File: config.mk
export PLATFORM = sky130hd
export DESIGN_NAME = projection_matrix_decompose
export DESIGN_NICKNAME = d
export VERILOG_FILES = /design/src/pmd_pkg.sv /design/src/pmd_mul.sv /design/src/pmd_sqrt.sv /design/src/pmd_div.sv /design/src/projection_matrix_decompose.sv
export SDC_FILE = /design/constraint.sdc
export NUM_CORES = 2
export LEC_CHECK = 0
export BUFFER_PORTS_ARGS = -buffer_cell sky130_fd_sc_hd__buf_4
export CAP_MARGIN = 40
export CORE_MARGIN = 1
export CORE_UTILIZATION = 43
export DETAILED_ROUTE_END_ITERATION = 8
export PLACE_DENSITY_LB_ADDON = 0.2
export SETUP_SLACK_MARGIN = 0.05
export SLEW_MARGIN = 20
export SYNTH_ARGS = -nofsm -noshare
export SYNTH_HDL_FRONTEND = slang
export SYNTH_HIERARCHICAL = 1
export SYNTH_SLANG_ARGS = --single-unit
File: constraint.sdc
create_clock -name clock -period 9.9 [get_ports clock]
set_input_delay 1.98 -clock clock [delete_from_list [all_inputs] [get_ports clock]]
set_output_delay 1.98 -clock clock [all_outputs]
set_load 0.01 [all_outputs]
File: src/pmd_pkg.sv
// ----------------------------------------------------------------------------
// pmd_pkg
// Shared constants, word type and saturating add and subtract for the
// projection matrix decomposition block.
// ----------------------------------------------------------------------------
package pmd_pkg;

   localparam int FRAC_BITS  = 24;
   localparam int WORD_WIDTH = 48;
   localparam int IDX_W      = 4;
   localparam int NUM_ELEM   = 12;
   localparam int TDATA_W    = ((IDX_W + WORD_WIDTH + 7) / 8) * 8;

   typedef logic signed [WORD_WIDTH-1:0] word_type;

   localparam word_type WMAX = {1'b0, {(WORD_WIDTH-1){1'b1}}};
   localparam word_type WMIN = {1'b1, {(WORD_WIDTH-1){1'b0}}};

   function automatic word_type sat_add(word_type a, word_type b);
      logic [WORD_WIDTH:0] s;
      s = {a[WORD_WIDTH-1], a} + {b[WORD_WIDTH-1], b};
      if (s[WORD_WIDTH] != s[WORD_WIDTH-1]) begin
         return s[WORD_WIDTH] ? WMIN : WMAX;
      end
      return s[WORD_WIDTH-1:0];
   endfunction

   function automatic word_type sat_sub(word_type a, word_type b);
      logic [WORD_WIDTH:0] s;
      s = {a[WORD_WIDTH-1], a} - {b[WORD_WIDTH-1], b};
      if (s[WORD_WIDTH] != s[WORD_WIDTH-1]) begin
         return s[WORD_WIDTH] ? WMIN : WMAX;
      end
      return s[WORD_WIDTH-1:0];
   endfunction

endpackage

File: src/pmd_mul.sv
// ----------------------------------------------------------------------------
// pmd_mul
// Fixed point multiplier: four half-width partial products, one after
// another, then rounding half away from zero and saturation.
// ----------------------------------------------------------------------------
module pmd_mul import pmd_pkg::*; (
   input  logic     clock,
   input  logic     reset,
   input  logic     start,
   input  word_type op_a,
   input  word_type op_b,
   output logic     done,
   output word_type prod
);

   localparam int HALF_W = (WORD_WIDTH + 1) / 2;
   localparam int PROD_W = 4 * HALF_W;

   logic [2*HALF_W-1:0] a_mag_ff, a_mag_in, b_mag_ff, b_mag_in;
   logic [PROD_W-1:0]   acc_ff, acc_in;
   logic                neg_ff, neg_in;
   logic [2:0]          step_ff, step_in;
   logic                busy_ff, busy_in;
   logic                done_ff, done_in;
   word_type            prod_ff, prod_in;

   always_comb begin
      logic [HALF_W-1:0]   ah, bh;
      logic [2*HALF_W-1:0] pp;
      logic [PROD_W-1:0]   sh, t, q;
      logic [WORD_WIDTH-1:0] ma, mb;
      a_mag_in = a_mag_ff;
      b_mag_in = b_mag_ff;
      acc_in   = acc_ff;
      neg_in   = neg_ff;
      step_in  = step_ff;
      busy_in  = busy_ff;
      done_in  = 1'b0;
      prod_in  = prod_ff;
      ma = op_a[WORD_WIDTH-1] ? WORD_WIDTH'(-op_a) : WORD_WIDTH'(op_a);
      mb = op_b[WORD_WIDTH-1] ? WORD_WIDTH'(-op_b) : WORD_WIDTH'(op_b);
      ah = step_ff[0] ? a_mag_ff[2*HALF_W-1:HALF_W] : a_mag_ff[HALF_W-1:0];
      bh = step_ff[1] ? b_mag_ff[2*HALF_W-1:HALF_W] : b_mag_ff[HALF_W-1:0];
      pp = ah * bh;
      unique case (step_ff[1:0])
         2'b00:          sh = PROD_W'(pp);
         2'b01, 2'b10:   sh = PROD_W'(pp) << HALF_W;
         default:        sh = PROD_W'(pp) << (2 * HALF_W);
      endcase
      t = acc_ff + (PROD_W'(1) << (FRAC_BITS - 1));
      q = t >> FRAC_BITS;
      if (start) begin
         a_mag_in = (2*HALF_W)'(ma);
         b_mag_in = (2*HALF_W)'(mb);
         neg_in   = op_a[WORD_WIDTH-1] ^ op_b[WORD_WIDTH-1];
         acc_in   = '0;
         step_in  = '0;
         busy_in  = 1'b1;
      end else if (busy_ff) begin
         if (step_ff[2]) begin
            busy_in = 1'b0;
            done_in = 1'b1;
            if (|q[PROD_W-1:WORD_WIDTH-1]) begin
               prod_in = neg_ff ? WMIN : WMAX;
            end else begin
               prod_in = neg_ff ? -word_type'(q[WORD_WIDTH-1:0])
                                : word_type'(q[WORD_WIDTH-1:0]);
            end
         end else begin
            acc_in  = acc_ff + sh;
            step_in = step_ff + 3'd1;
         end
      end
   end

   always_ff @(posedge clock) begin
      if (reset) begin
         busy_ff <= 1'b0;
         done_ff <= 1'b0;
         step_ff <= '0;
      end else begin
         busy_ff <= busy_in;
         done_ff <= done_in;
         step_ff <= step_in;
      end
      a_mag_ff <= a_mag_in;
      b_mag_ff <= b_mag_in;
      acc_ff   <= acc_in;
      neg_ff   <= neg_in;
      prod_ff  <= prod_in;
   end

   assign done = done_ff;
   assign prod = prod_ff;

endmodule

File: src/pmd_sqrt.sv
// ----------------------------------------------------------------------------
// pmd_sqrt
// Digit-by-digit square root, two radicand bits a cycle, of x scaled by
// 2^FRAC_BITS, floored and saturated.
// ----------------------------------------------------------------------------
module pmd_sqrt import pmd_pkg::*; (
   input  logic     clock,
   input  logic     reset,
   input  logic     start,
   input  word_type radicand,
   output logic     done,
   output word_type root
);

   localparam int SQ_N  = (WORD_WIDTH + FRAC_BITS + 1) / 2;
   localparam int RAD_W = 2 * SQ_N;
   localparam int CNT_W = $clog2(SQ_N + 1);
   localparam int CMP_W = SQ_N + WORD_WIDTH;

   logic [RAD_W-1:0]  rad_ff, rad_in;
   logic [SQ_N+1:0]   rem_ff, rem_in;
   logic [SQ_N-1:0]   root_ff, root_in;
   logic [CNT_W-1:0]  cnt_ff, cnt_in;
   logic              busy_ff, busy_in;
   logic              done_ff, done_in;
   word_type          res_ff, res_in;

   always_comb begin
      logic [SQ_N+1:0] r2, trial;
      rad_in  = rad_ff;
      rem_in  = rem_ff;
      root_in = root_ff;
      cnt_in  = cnt_ff;
      busy_in = busy_ff;
      done_in = 1'b0;
      res_in  = res_ff;
      r2    = {rem_ff[SQ_N-1:0], rad_ff[RAD_W-1:RAD_W-2]};
      trial = {root_ff, 2'b01};
      if (start) begin
         rad_in  = RAD_W'({radicand, {FRAC_BITS{1'b0}}});
         rem_in  = '0;
         root_in = '0;
         cnt_in  = CNT_W'(SQ_N);
         busy_in = 1'b1;
      end else if (busy_ff) begin
         if (r2 >= trial) begin
            rem_in  = r2 - trial;
            root_in = {root_ff[SQ_N-2:0], 1'b1};
         end else begin
            rem_in  = r2;
            root_in = {root_ff[SQ_N-2:0], 1'b0};
         end
         rad_in = rad_ff << 2;
         cnt_in = cnt_ff - CNT_W'(1);
         if (cnt_ff == CNT_W'(1)) begin
            busy_in = 1'b0;
            done_in = 1'b1;
            if (CMP_W'(root_in) > CMP_W'(WMAX)) begin
               res_in = WMAX;
            end else begin
               res_in = WORD_WIDTH'(root_in);
            end
         end
      end
   end

   always_ff @(posedge clock) begin
      if (reset) begin
         busy_ff <= 1'b0;
         done_ff <= 1'b0;
         cnt_ff  <= '0;
      end else begin
         busy_ff <= busy_in;
         done_ff <= done_in;
         cnt_ff  <= cnt_in;
      end
      rad_ff  <= rad_in;
      rem_ff  <= rem_in;
      root_ff <= root_in;
      res_ff  <= res_in;
   end

   assign done = done_ff;
   assign root = res_ff;

endmodule

File: src/pmd_div.sv
// ----------------------------------------------------------------------------
// pmd_div
// Restoring divider, one quotient bit a cycle: (num * 2^FRAC_BITS) / den
// for a positive den, magnitude rounded half away from zero, saturated.
// ----------------------------------------------------------------------------
module pmd_div import pmd_pkg::*; (
   input  logic     clock,
   input  logic     reset,
   input  logic     start,
   input  word_type num,
   input  word_type den,
   output logic     done,
   output word_type quot
);

   localparam int DN    = WORD_WIDTH + FRAC_BITS;
   localparam int CNT_W = $clog2(DN + 1);

   logic [DN-1:0]         num_ff, num_in;
   logic [DN-1:0]         q_ff, q_in;
   logic [WORD_WIDTH:0]   rem_ff, rem_in;
   logic [WORD_WIDTH-1:0] den_ff, den_in;
   logic                  neg_ff, neg_in;
   logic [CNT_W-1:0]      cnt_ff, cnt_in;
   logic                  busy_ff, busy_in;
   logic                  done_ff, done_in;
   word_type              res_ff, res_in;

   always_comb begin
      logic [WORD_WIDTH:0]   r2;
      logic [WORD_WIDTH-1:0] m;
      logic                  rnd;
      logic [DN:0]           qr;
      num_in  = num_ff;
      q_in    = q_ff;
      rem_in  = rem_ff;
      den_in  = den_ff;
      neg_in  = neg_ff;
      cnt_in  = cnt_ff;
      busy_in = busy_ff;
      done_in = 1'b0;
      res_in  = res_ff;
      m   = num[WORD_WIDTH-1] ? WORD_WIDTH'(-num) : WORD_WIDTH'(num);
      r2  = {rem_ff[WORD_WIDTH-1:0], num_ff[DN-1]};
      rnd = {rem_ff[WORD_WIDTH-1:0], 1'b0} >= {1'b0, den_ff};
      qr  = (DN+1)'(q_ff) + (DN+1)'(rnd);
      if (start) begin
         num_in  = {m, {FRAC_BITS{1'b0}}};
         q_in    = '0;
         rem_in  = '0;
         den_in  = den;
         neg_in  = num[WORD_WIDTH-1];
         cnt_in  = CNT_W'(DN);
         busy_in = 1'b1;
      end else if (busy_ff) begin
         if (cnt_ff == '0) begin
            busy_in = 1'b0;
            done_in = 1'b1;
            if (qr > (DN+1)'(WMAX)) begin
               res_in = neg_ff ? WMIN : WMAX;
            end else begin
               res_in = neg_ff ? -word_type'(qr[WORD_WIDTH-1:0])
                               : word_type'(qr[WORD_WIDTH-1:0]);
            end
         end else begin
            if (r2 >= {1'b0, den_ff}) begin
               rem_in = r2 - {1'b0, den_ff};
               q_in   = {q_ff[DN-2:0], 1'b1};
            end else begin
               rem_in = r2;
               q_in   = {q_ff[DN-2:0], 1'b0};
            end
            num_in = num_ff << 1;
            cnt_in = cnt_ff - CNT_W'(1);
         end
      end
   end

   always_ff @(posedge clock) begin
      if (reset) begin
         busy_ff <= 1'b0;
         done_ff <= 1'b0;
         cnt_ff  <= '0;
      end else begin
         busy_ff <= busy_in;
         done_ff <= done_in;
         cnt_ff  <= cnt_in;
      end
      num_ff <= num_in;
      q_ff   <= q_in;
      rem_ff <= rem_in;
      den_ff <= den_in;
      neg_ff <= neg_in;
      res_ff <= res_in;
   end

   assign done = done_ff;
   assign quot = res_ff;

endmodule

File: src/projection_matrix_decompose.sv
// ----------------------------------------------------------------------------
// projection_matrix_decompose
// Splits a 3x4 camera projection matrix into scales, principal point and
// two extrinsic rows, in signed Q24.24.
// ----------------------------------------------------------------------------
// Elements load one beat a cycle while the block is idle. The beat with
// tlast starts the decomposition, during which req_tready is low. The
// time goes on 22 fixed point products on a shared multiplier (the eight
// extrinsic ones reload a stored element first), two square roots, eight
// divisions on a one-bit-a-cycle divider, and a sequencing state and an
// issue state for each of the twelve result beats. A held result beat
// stalls the next one. A bad matrix skips the roots, the extrinsic
// products and the divisions, gives twelve zero beats with tuser set and
// keeps req_tready low until the last of them is issued.
module projection_matrix_decompose import pmd_pkg::*; (
   input  logic               clock,
   input  logic               reset,
   input  logic               req_tvalid,
   output logic               req_tready,
   input  logic [TDATA_W-1:0] req_tdata,  // element_index, element_value, zero pad
   input  logic               req_tlast,
   output logic               rsp_tvalid,
   input  logic               rsp_tready,
   output logic [TDATA_W-1:0] rsp_tdata,  // result_index, result_value, zero pad
   output logic               rsp_tuser,  // matrix_invalid
   output logic               rsp_tlast
);

   typedef enum logic [9:0] {
      ST_IDLE = 10'b0000000001,
      ST_LDC  = 10'b0000000010,
      ST_LDA  = 10'b0000000100,
      ST_LDB  = 10'b0000001000,
      ST_MUL  = 10'b0000010000,
      ST_ACC  = 10'b0000100000,
      ST_NEXT = 10'b0001000000,
      ST_SQRT = 10'b0010000000,
      ST_DIV  = 10'b0100000000,
      ST_EMIT = 10'b1000000000
   } state_type;

   typedef enum logic [2:0] {
      JOB_DOT = 3'b001,
      JOB_SQ  = 3'b010,
      JOB_OUT = 3'b100
   } job_type;

   word_type   pstore_ff [NUM_ELEM];
   state_type  state_ff, state_in;
   job_type    job_ff, job_in;
   logic [1:0] d_ff, d_in, j_ff, j_in;
   logic [IDX_W-1:0] k_ff, k_in;
   word_type   acc_ff, acc_in, opa_ff, opa_in, opb_ff, opb_in, res_ff, res_in;
   word_type   dot_ff [4], dot_in [4];
   word_type   scale_ff [2], scale_in [2];
   word_type   alpha_ff [2], alpha_in [2];
   logic       bad_ff, bad_in;

   logic             rsp_valid_ff, rsp_valid_in;
   logic [IDX_W-1:0] rsp_idx_ff, rsp_idx_in;
   word_type         rsp_val_ff, rsp_val_in;
   logic             rsp_bad_ff, rsp_bad_in, rsp_last_ff, rsp_last_in;

   logic [IDX_W-1:0] rd_addr;
   word_type         rd_data;
   logic [IDX_W-1:0] req_idx;
   word_type         req_val;
   logic             mul_start, mul_done, sq_start, sq_done, div_start, div_done;
   word_type         mul_prod, sq_res, div_num, div_res;

   assign req_idx    = req_tdata[IDX_W-1:0];
   assign req_val    = req_tdata[IDX_W +: WORD_WIDTH];
   assign req_tready = (state_ff == ST_IDLE);
   assign rd_data    = pstore_ff[rd_addr];

   pmd_mul u_mul (
      .clock (clock),
      .reset (reset),
      .start (mul_start),
      .op_a  (opa_ff),
      .op_b  (opb_in),
      .done  (mul_done),
      .prod  (mul_prod)
   );

   pmd_sqrt u_sqrt (
      .clock    (clock),
      .reset    (reset),
      .start    (sq_start),
      .radicand (scale_ff[k_ff[0]]),
      .done     (sq_done),
      .root     (sq_res)
   );

   pmd_div u_div (
      .clock (clock),
      .reset (reset),
      .start (div_start),
      .num   (div_num),
      .den   (alpha_ff[k_ff[3]]),
      .done  (div_done),
      .quot  (div_res)
   );

   always_comb begin
      logic [1:0] r2b, s2b;
      word_type   val;
      state_in     = state_ff;
      job_in       = job_ff;
      d_in         = d_ff;
      j_in         = j_ff;
      k_in         = k_ff;
      acc_in       = acc_ff;
      opa_in       = opa_ff;
      opb_in       = opb_ff;
      res_in       = res_ff;
      dot_in       = dot_ff;
      scale_in     = scale_ff;
      alpha_in     = alpha_ff;
      bad_in       = bad_ff;
      rsp_valid_in = rsp_valid_ff & ~rsp_tready;
      rsp_idx_in   = rsp_idx_ff;
      rsp_val_in   = rsp_val_ff;
      rsp_bad_in   = rsp_bad_ff;
      rsp_last_in  = rsp_last_ff;
      rd_addr      = '0;
      mul_start    = 1'b0;
      sq_start     = 1'b0;
      div_start    = 1'b0;
      div_num      = acc_ff;
      r2b = {1'b0, d_ff[0]};
      s2b = d_ff[1] ? {1'b0, d_ff[0]} : 2'd2;
      val = '0;
      unique case (state_ff)
         ST_IDLE: begin
            if (req_tvalid && req_tlast) begin
               job_in   = JOB_DOT;
               d_in     = '0;
               j_in     = '0;
               acc_in   = '0;
               state_in = ST_LDA;
            end
         end
         ST_LDC: begin
            rd_addr  = {1'b0, k_ff[3], k_ff[1:0]};
            acc_in   = rd_data;
            state_in = ST_LDA;
         end
         ST_LDA: begin
            unique case (job_ff)
               JOB_DOT: begin
                  rd_addr = {r2b, j_ff};
                  opa_in  = rd_data;
               end
               JOB_SQ:  opa_in = dot_ff[{1'b0, d_ff[0]}];
               default: opa_in = dot_ff[{1'b0, k_ff[3]}];
            endcase
            state_in = ST_LDB;
         end
         ST_LDB: begin
            unique case (job_ff)
               JOB_DOT: begin
                  rd_addr = {s2b, j_ff};
                  opb_in  = rd_data;
               end
               JOB_SQ:  opb_in = opa_ff;
               default: begin
                  rd_addr = {2'd2, k_ff[1:0]};
                  opb_in  = rd_data;
               end
            endcase
            mul_start = 1'b1;
            state_in  = ST_MUL;
         end
         ST_MUL: begin
            if (mul_done) begin
               state_in = ST_ACC;
            end
         end
         ST_ACC: begin
            unique case (job_ff)
               JOB_DOT: begin
                  val = sat_add(acc_ff, mul_prod);
                  state_in = ST_LDA;
                  if (j_ff == 2'd2) begin
                     dot_in[d_ff] = val;
                     j_in = '0;
                     if (d_ff == 2'd3) begin
                        job_in = JOB_SQ;
                        d_in   = '0;
                        acc_in = dot_ff[2];
                     end else begin
                        d_in   = d_ff + 2'd1;
                        acc_in = '0;
                     end
                  end else begin
                     acc_in = val;
                     j_in   = j_ff + 2'd1;
                  end
               end
               JOB_SQ: begin
                  val = sat_sub(acc_ff, mul_prod);
                  scale_in[d_ff[0]] = val;
                  if (d_ff[0] == 1'b0) begin
                     d_in     = 2'd1;
                     acc_in   = dot_ff[3];
                     state_in = ST_LDA;
                  end else begin
                     bad_in = scale_ff[0][WORD_WIDTH-1] || (scale_ff[0] == '0) ||
                              val[WORD_WIDTH-1] || (val == '0);
                     k_in     = '0;
                     job_in   = JOB_OUT;
                     state_in = ST_NEXT;
                  end
               end
               default: begin
                  div_num   = sat_sub(acc_ff, mul_prod);
                  div_start = 1'b1;
                  state_in  = ST_DIV;
               end
            endcase
         end
         ST_NEXT: begin
            priority if (bad_ff) begin
               res_in   = '0;
               state_in = ST_EMIT;
            end else if (k_ff < IDX_W'(2)) begin
               sq_start = 1'b1;
               state_in = ST_SQRT;
            end else if (k_ff < IDX_W'(4)) begin
               res_in   = dot_ff[{1'b0, k_ff[0]}];
               state_in = ST_EMIT;
            end else begin
               state_in = ST_LDC;
            end
         end
         ST_SQRT: begin
            if (sq_done) begin
               res_in             = sq_res;
               alpha_in[k_ff[0]]  = sq_res;
               state_in           = ST_EMIT;
            end
         end
         ST_DIV: begin
            if (div_done) begin
               res_in   = div_res;
               state_in = ST_EMIT;
            end
         end
         ST_EMIT: begin
            if (!rsp_valid_ff || rsp_tready) begin
               rsp_valid_in = 1'b1;
               rsp_idx_in   = k_ff;
               rsp_val_in   = res_ff;
               rsp_bad_in   = bad_ff;
               rsp_last_in  = (k_ff == IDX_W'(NUM_ELEM - 1));
               if (k_ff == IDX_W'(NUM_ELEM - 1)) begin
                  state_in = ST_IDLE;
               end else begin
                  k_in     = k_ff + IDX_W'(1);
                  state_in = ST_NEXT;
               end
            end
         end
         default: state_in = ST_IDLE;
      endcase
   end

   always_ff @(posedge clock) begin
      if (reset) begin
         state_ff     <= ST_IDLE;
         job_ff       <= JOB_DOT;
         rsp_valid_ff <= 1'b0;
         d_ff         <= '0;
         j_ff         <= '0;
         k_ff         <= '0;
         bad_ff       <= 1'b0;
      end else begin
         state_ff     <= state_in;
         job_ff       <= job_in;
         rsp_valid_ff <= rsp_valid_in;
         d_ff         <= d_in;
         j_ff         <= j_in;
         k_ff         <= k_in;
         bad_ff       <= bad_in;
      end
      acc_ff      <= acc_in;
      opa_ff      <= opa_in;
      opb_ff      <= opb_in;
      res_ff      <= res_in;
      dot_ff      <= dot_in;
      scale_ff    <= scale_in;
      alpha_ff    <= alpha_in;
      rsp_idx_ff  <= rsp_idx_in;
      rsp_val_ff  <= rsp_val_in;
      rsp_bad_ff  <= rsp_bad_in;
      rsp_last_ff <= rsp_last_in;
   end

   // store the element beat
   always_ff @(posedge clock) begin
      if (req_tvalid && req_tready && (req_idx < IDX_W'(NUM_ELEM))) begin
         pstore_ff[req_idx] <= req_val;
      end
   end

   assign rsp_tvalid = rsp_valid_ff;
   assign rsp_tdata  = TDATA_W'({rsp_val_ff, rsp_idx_ff});
   assign rsp_tuser  = rsp_bad_ff;
   assign rsp_tlast  = rsp_last_ff;

endmodule

==> parameters.txt <==
Parameter                              Value

Run status
  Run status ... finished, violations left
  Violated checks ... negative setup slack

Setup path
  Slowest CP cell ... sky130_fd_sc_hd__fa_2
  CP max FO ... 7
  Crit-path most repeated cell ... sky130_fd_sc_hd__fa_1
  Crit. End Element ... register
  Kind of start point of the critical path ... register
  R2r startpoint ... u_mul/step_ff[0]
  Arrival time worst endpoint ... 10850 ps
  Required time of the worst setup path ... 10640 ps
  Worst setup path startpoint ... u_mul/step_ff[0]
  Category of the most critical setup path ... reg -> reg
  Crit-path max cell delay ... 590 ps

Timing
  Transition at the pin with the smallest max-transition slack ... 997 ps
  Final Hold Violating Endpoints ... 0
  Achievable frequency ... 99.0 MHz
  Final min period ... 10100 ps
  Number of slew-limit violations in the final report ... 0
  Unrepaired setup endpoints after global routing ... yes
  Worst-case headroom to the max-slew limit ... 32.8%
  Setup TNS after final layout ... -2210 ps
  Total of endpoints with negative setup slack in the final report ... 23
  Clock skew ... 129 ps
  Final worst path period share ... 102%
  Post-layout worst setup margin ... -203 ps
  Post-route worst hold slack ... 415 ps

Global routing
  Antenna violations before repair ... 39
  Pin count of the biggest net entering global routing ... 127
  Overall fraction of global-route tracks in use ... 29.2%
  Vias in the first global route ... 92800
  Global-route wire length before repair ... 614000 um
  Total congestion overflow after global routing ... 0

Placement
  Placed cell count ... 16300
  Number of buffer cells added on primary ports ... 112
  Last weighted congestion value of the routability-driven placer ... 0.975
  Half-perimeter wire length after placement ... 315000 um

Logic synthesis
  Cell count after synthesis ... 12200
  Area share of and/or/nand/nor cells after synthesis ... 16.1%
  Syn. warnings ... 6
  Area share of xor/xnor cells in the synthesized design ... 3.98%
  Main combinational cell family by area after synthesis ... simple AND/OR/NAND/NOR gates
  Cell area after synthesis ... 0.120 mm2
  Adder and majority gate portion of the synthesized area ... 13.2%
  Fraction of registers with async set/reset ... 0%
  Sequential element share of the synthesized area ... 44.5%
  Count of distinct cell types in the synthesized netlist ... 128
  Multiplexer area fraction after synthesis ... 3.27%
  Yosys reg bits ... 1913
  Most instantiated flip-flop cell in the synthesis netlist ... sky130_fd_sc_hd__edfxtp_1
  Number of enable-type register cells in the synthesized netlist ... 1532
  Avg Synthesized Cell Area ... 9.91 um2
  Synth Area in Compound Gates ... 13.7%

CTS
  Number of buffers added by the clock tree synthesis step ... 213
  TritonCTS clock tree ... done
  H-Tree Level Count ... 4
  Root Buffer ... sky130_fd_sc_hd__clkbuf_16
  Number of sinks driven by the clock tree ... 1913
  Post-CTS clock slew at the launch and capture registers of the worst setup and hold paths ... 60 ps
  Worst-skew pair later-pin latency ... 900 ps
  Number of buffers on the longest clock path ... 4

Worst hold path
  Hold path startpoint ... res_ff[24]
  Path category of the worst min-delay check ... reg -> reg

Power and ir drop
  Power Dens Cells ... 186 mW/mm2
  Power after layout ... 26.7 mW
  Leakage dissipation ... 56.0 nW
  Worst vdd rail ir drop ... 179 uV

Finish
  Final cell count without fillers ... 16800
  Post-layout utilization of the core ... 51.7%
  Synth-to-layout area growth ... 19.0%
  Count of nets after finishing ... 14000
  Fraction of final layout cells with drive strength greater than 1 ... 18.5%

Run
  Reported max-cap violation count ... 0

Floorplanning
  Die boundary width ... 531 um
  Core Footprint ... 0.277 mm2
  Initial core utilization ... 43.4%
  FP Rows ... 193
  DIE AREA ... 0.282 mm2
  Top-level I/O count ... 121
  Y dimension of the die ... 531 um

Drt
  Residual DRC ... 0
  Ratio of routed vias to standard cells ... 5.84
  Number of iterations in the first detailed-routing pass ... 8
  Overall via count from detail_route ... 98300
  Count of antenna-violating nets left after detailed routing ... 0
  Post-detailed-route wirelength per cell ... 25.0 um
  Drt first-iter violations ... 11200
  Total routed wirelength ... 422000 um
timing repair:
| action | 4_1_cts | 5_1_grt |
|---|---|---|
| cloned | 3 | 2 |
| setup buffers | 93 | 63 |
| hold buffers | 0 | 0 |
| endpoints found under the setup margin | 66 | 64 |
| pin swaps | 180 | 196 |
| gates resized for setup | 429 | 287 |
path summary, 6_finish.rpt:
kind,end,slack (ps),depth (start not counted)
worst max register to register,u_mul/acc_ff[90],-200,42
worst min-delay path,rsp_val_ff[24],410,0
worst max-delay path,u_mul/acc_ff[90],-200,42
worst min register to register,rsp_val_ff[24],410,0
state kept, by name, indices dropped and copies added, names as in the netlist, 72 cells and up:
signal and cells:
scale_ff 96, pstore_ff 576, u_div/q_ff 72, dot_ff 192, alpha_ff 96, u_mul/acc_ff 96
layout by cell type, fill, tap and decap left out, drive strengths merged, types with 30 or more instances in the layout:
cell type,count
and2,88
nand4,166
clkbuf,274
nand2b,68
o21ai,547
nor4,121
inv,896
mux2i,173
or4,35
nand2,1644
o21a,41
a221oi,42
nor2,1007
a21o,192
or3,62
a211oi,100
and3,71
nand3,573
mux2,197
o21bai,73
ha,473
dfxtp,381
a22oi,131
xor2,195
o31ai,109
edfxtp,1532
or2,32
clkinv,73
o41ai,38
xnor2,352
a22o,105
a31oi,124
nor2b,59
o221ai,30
buf,1280
fa,486
nor3,193
a21oi,723
o211ai,62
and4,30
per-layer routing:
| metal | wire, um | track usage (%) |
|---|---|---|
| met1 | 191000 | 43.7 |
| met4 | 14600 | 8.92 |
| met2 | 178000 | 42.6 |
| met3 | 37900 | 5.13 |
| met5 | 260 | 0 |
layout make-up:
cell class,count,area [um2]
antenna,5,12.5
clock buffer,271,5730
clock inverter,111,1120
fill,25100,134000
inverter,886,3340
multi-input combinational,8654,63800
sequential,1913,53600
tap,3705,4640
timing repair buffer,1283,11000
logic make-up after synthesis:
kind of cell             count (synthesis)
adder cells (fa/ha/maj)                980
buffers and inverters                 1601
flip-flops                            1913
AND/OR/NAND/NOR                       4213
multiplexers                           369
XOR/XNOR                               547
AO/OA/AOI/OAI                         2528
other                                    2
metrics by stage:
stage / setup WS, ps / instance area, um2
3_5_place_dp: -1330 / 132000
6_report: -203 / 143000
2_1_floorplan: 56.0 / 121000
4_1_cts: -169 / 141000
3_3_place_gp: -1600 / 131000
5_1_grt: -509 / 143000
cells in the mapped netlist (184+ instances only):
master / number / area [um2]
sky130_fd_sc_hd__mux2_2: 194 / 2180
sky130_fd_sc_hd__edfxtp_1: 1532 / 46000
sky130_fd_sc_hd__xor2_1: 195 / 1710
sky130_fd_sc_hd__dfxtp_1: 381 / 7630
sky130_fd_sc_hd__a21oi_1: 714 / 3570
sky130_fd_sc_hd__nor2_1: 1003 / 3760
sky130_fd_sc_hd__fa_1: 486 / 9730
sky130_fd_sc_hd__nand3_1: 571 / 2860
sky130_fd_sc_hd__inv_1: 879 / 3300
sky130_fd_sc_hd__ha_1: 473 / 5920
sky130_fd_sc_hd__nor3_1: 184 / 921
sky130_fd_sc_hd__clkbuf_1: 519 / 1950
sky130_fd_sc_hd__xnor2_1: 352 / 3080
sky130_fd_sc_hd__nand2_1: 1639 / 6150
sky130_fd_sc_hd__o21ai_0: 525 / 2630
sky130_fd_sc_hd__a21o_1: 192 / 1440
power breakdown:
group | leakage (nW) | internal, mW | total (mW) | switching [mW]
Sequential | 16.8 | 9.33 | 9.73 | 0.406
Clock | 3.34 | 4.56 | 7.87 | 3.31
Combinational | 35.8 | 3.56 | 9.10 | 5.54
Total | 56.0 | 17.4 | 26.7 | 9.25
critical path, delay by kind of cell (launching register included):
| kind | cells | cell delay (ps) |
|---|---|---|
| compound gates | 13 | 2630 |
| xor+xnor | 1 | 140 |
| fa+ha+maj | 9 | 3740 |
| buf+inv | 12 | 1480 |
| flops | 1 | 440 |
| mux | 1 | 350 |
| simple gates | 6 | 1160 |
No activity file was read; power rests on OpenSTA's default activity.
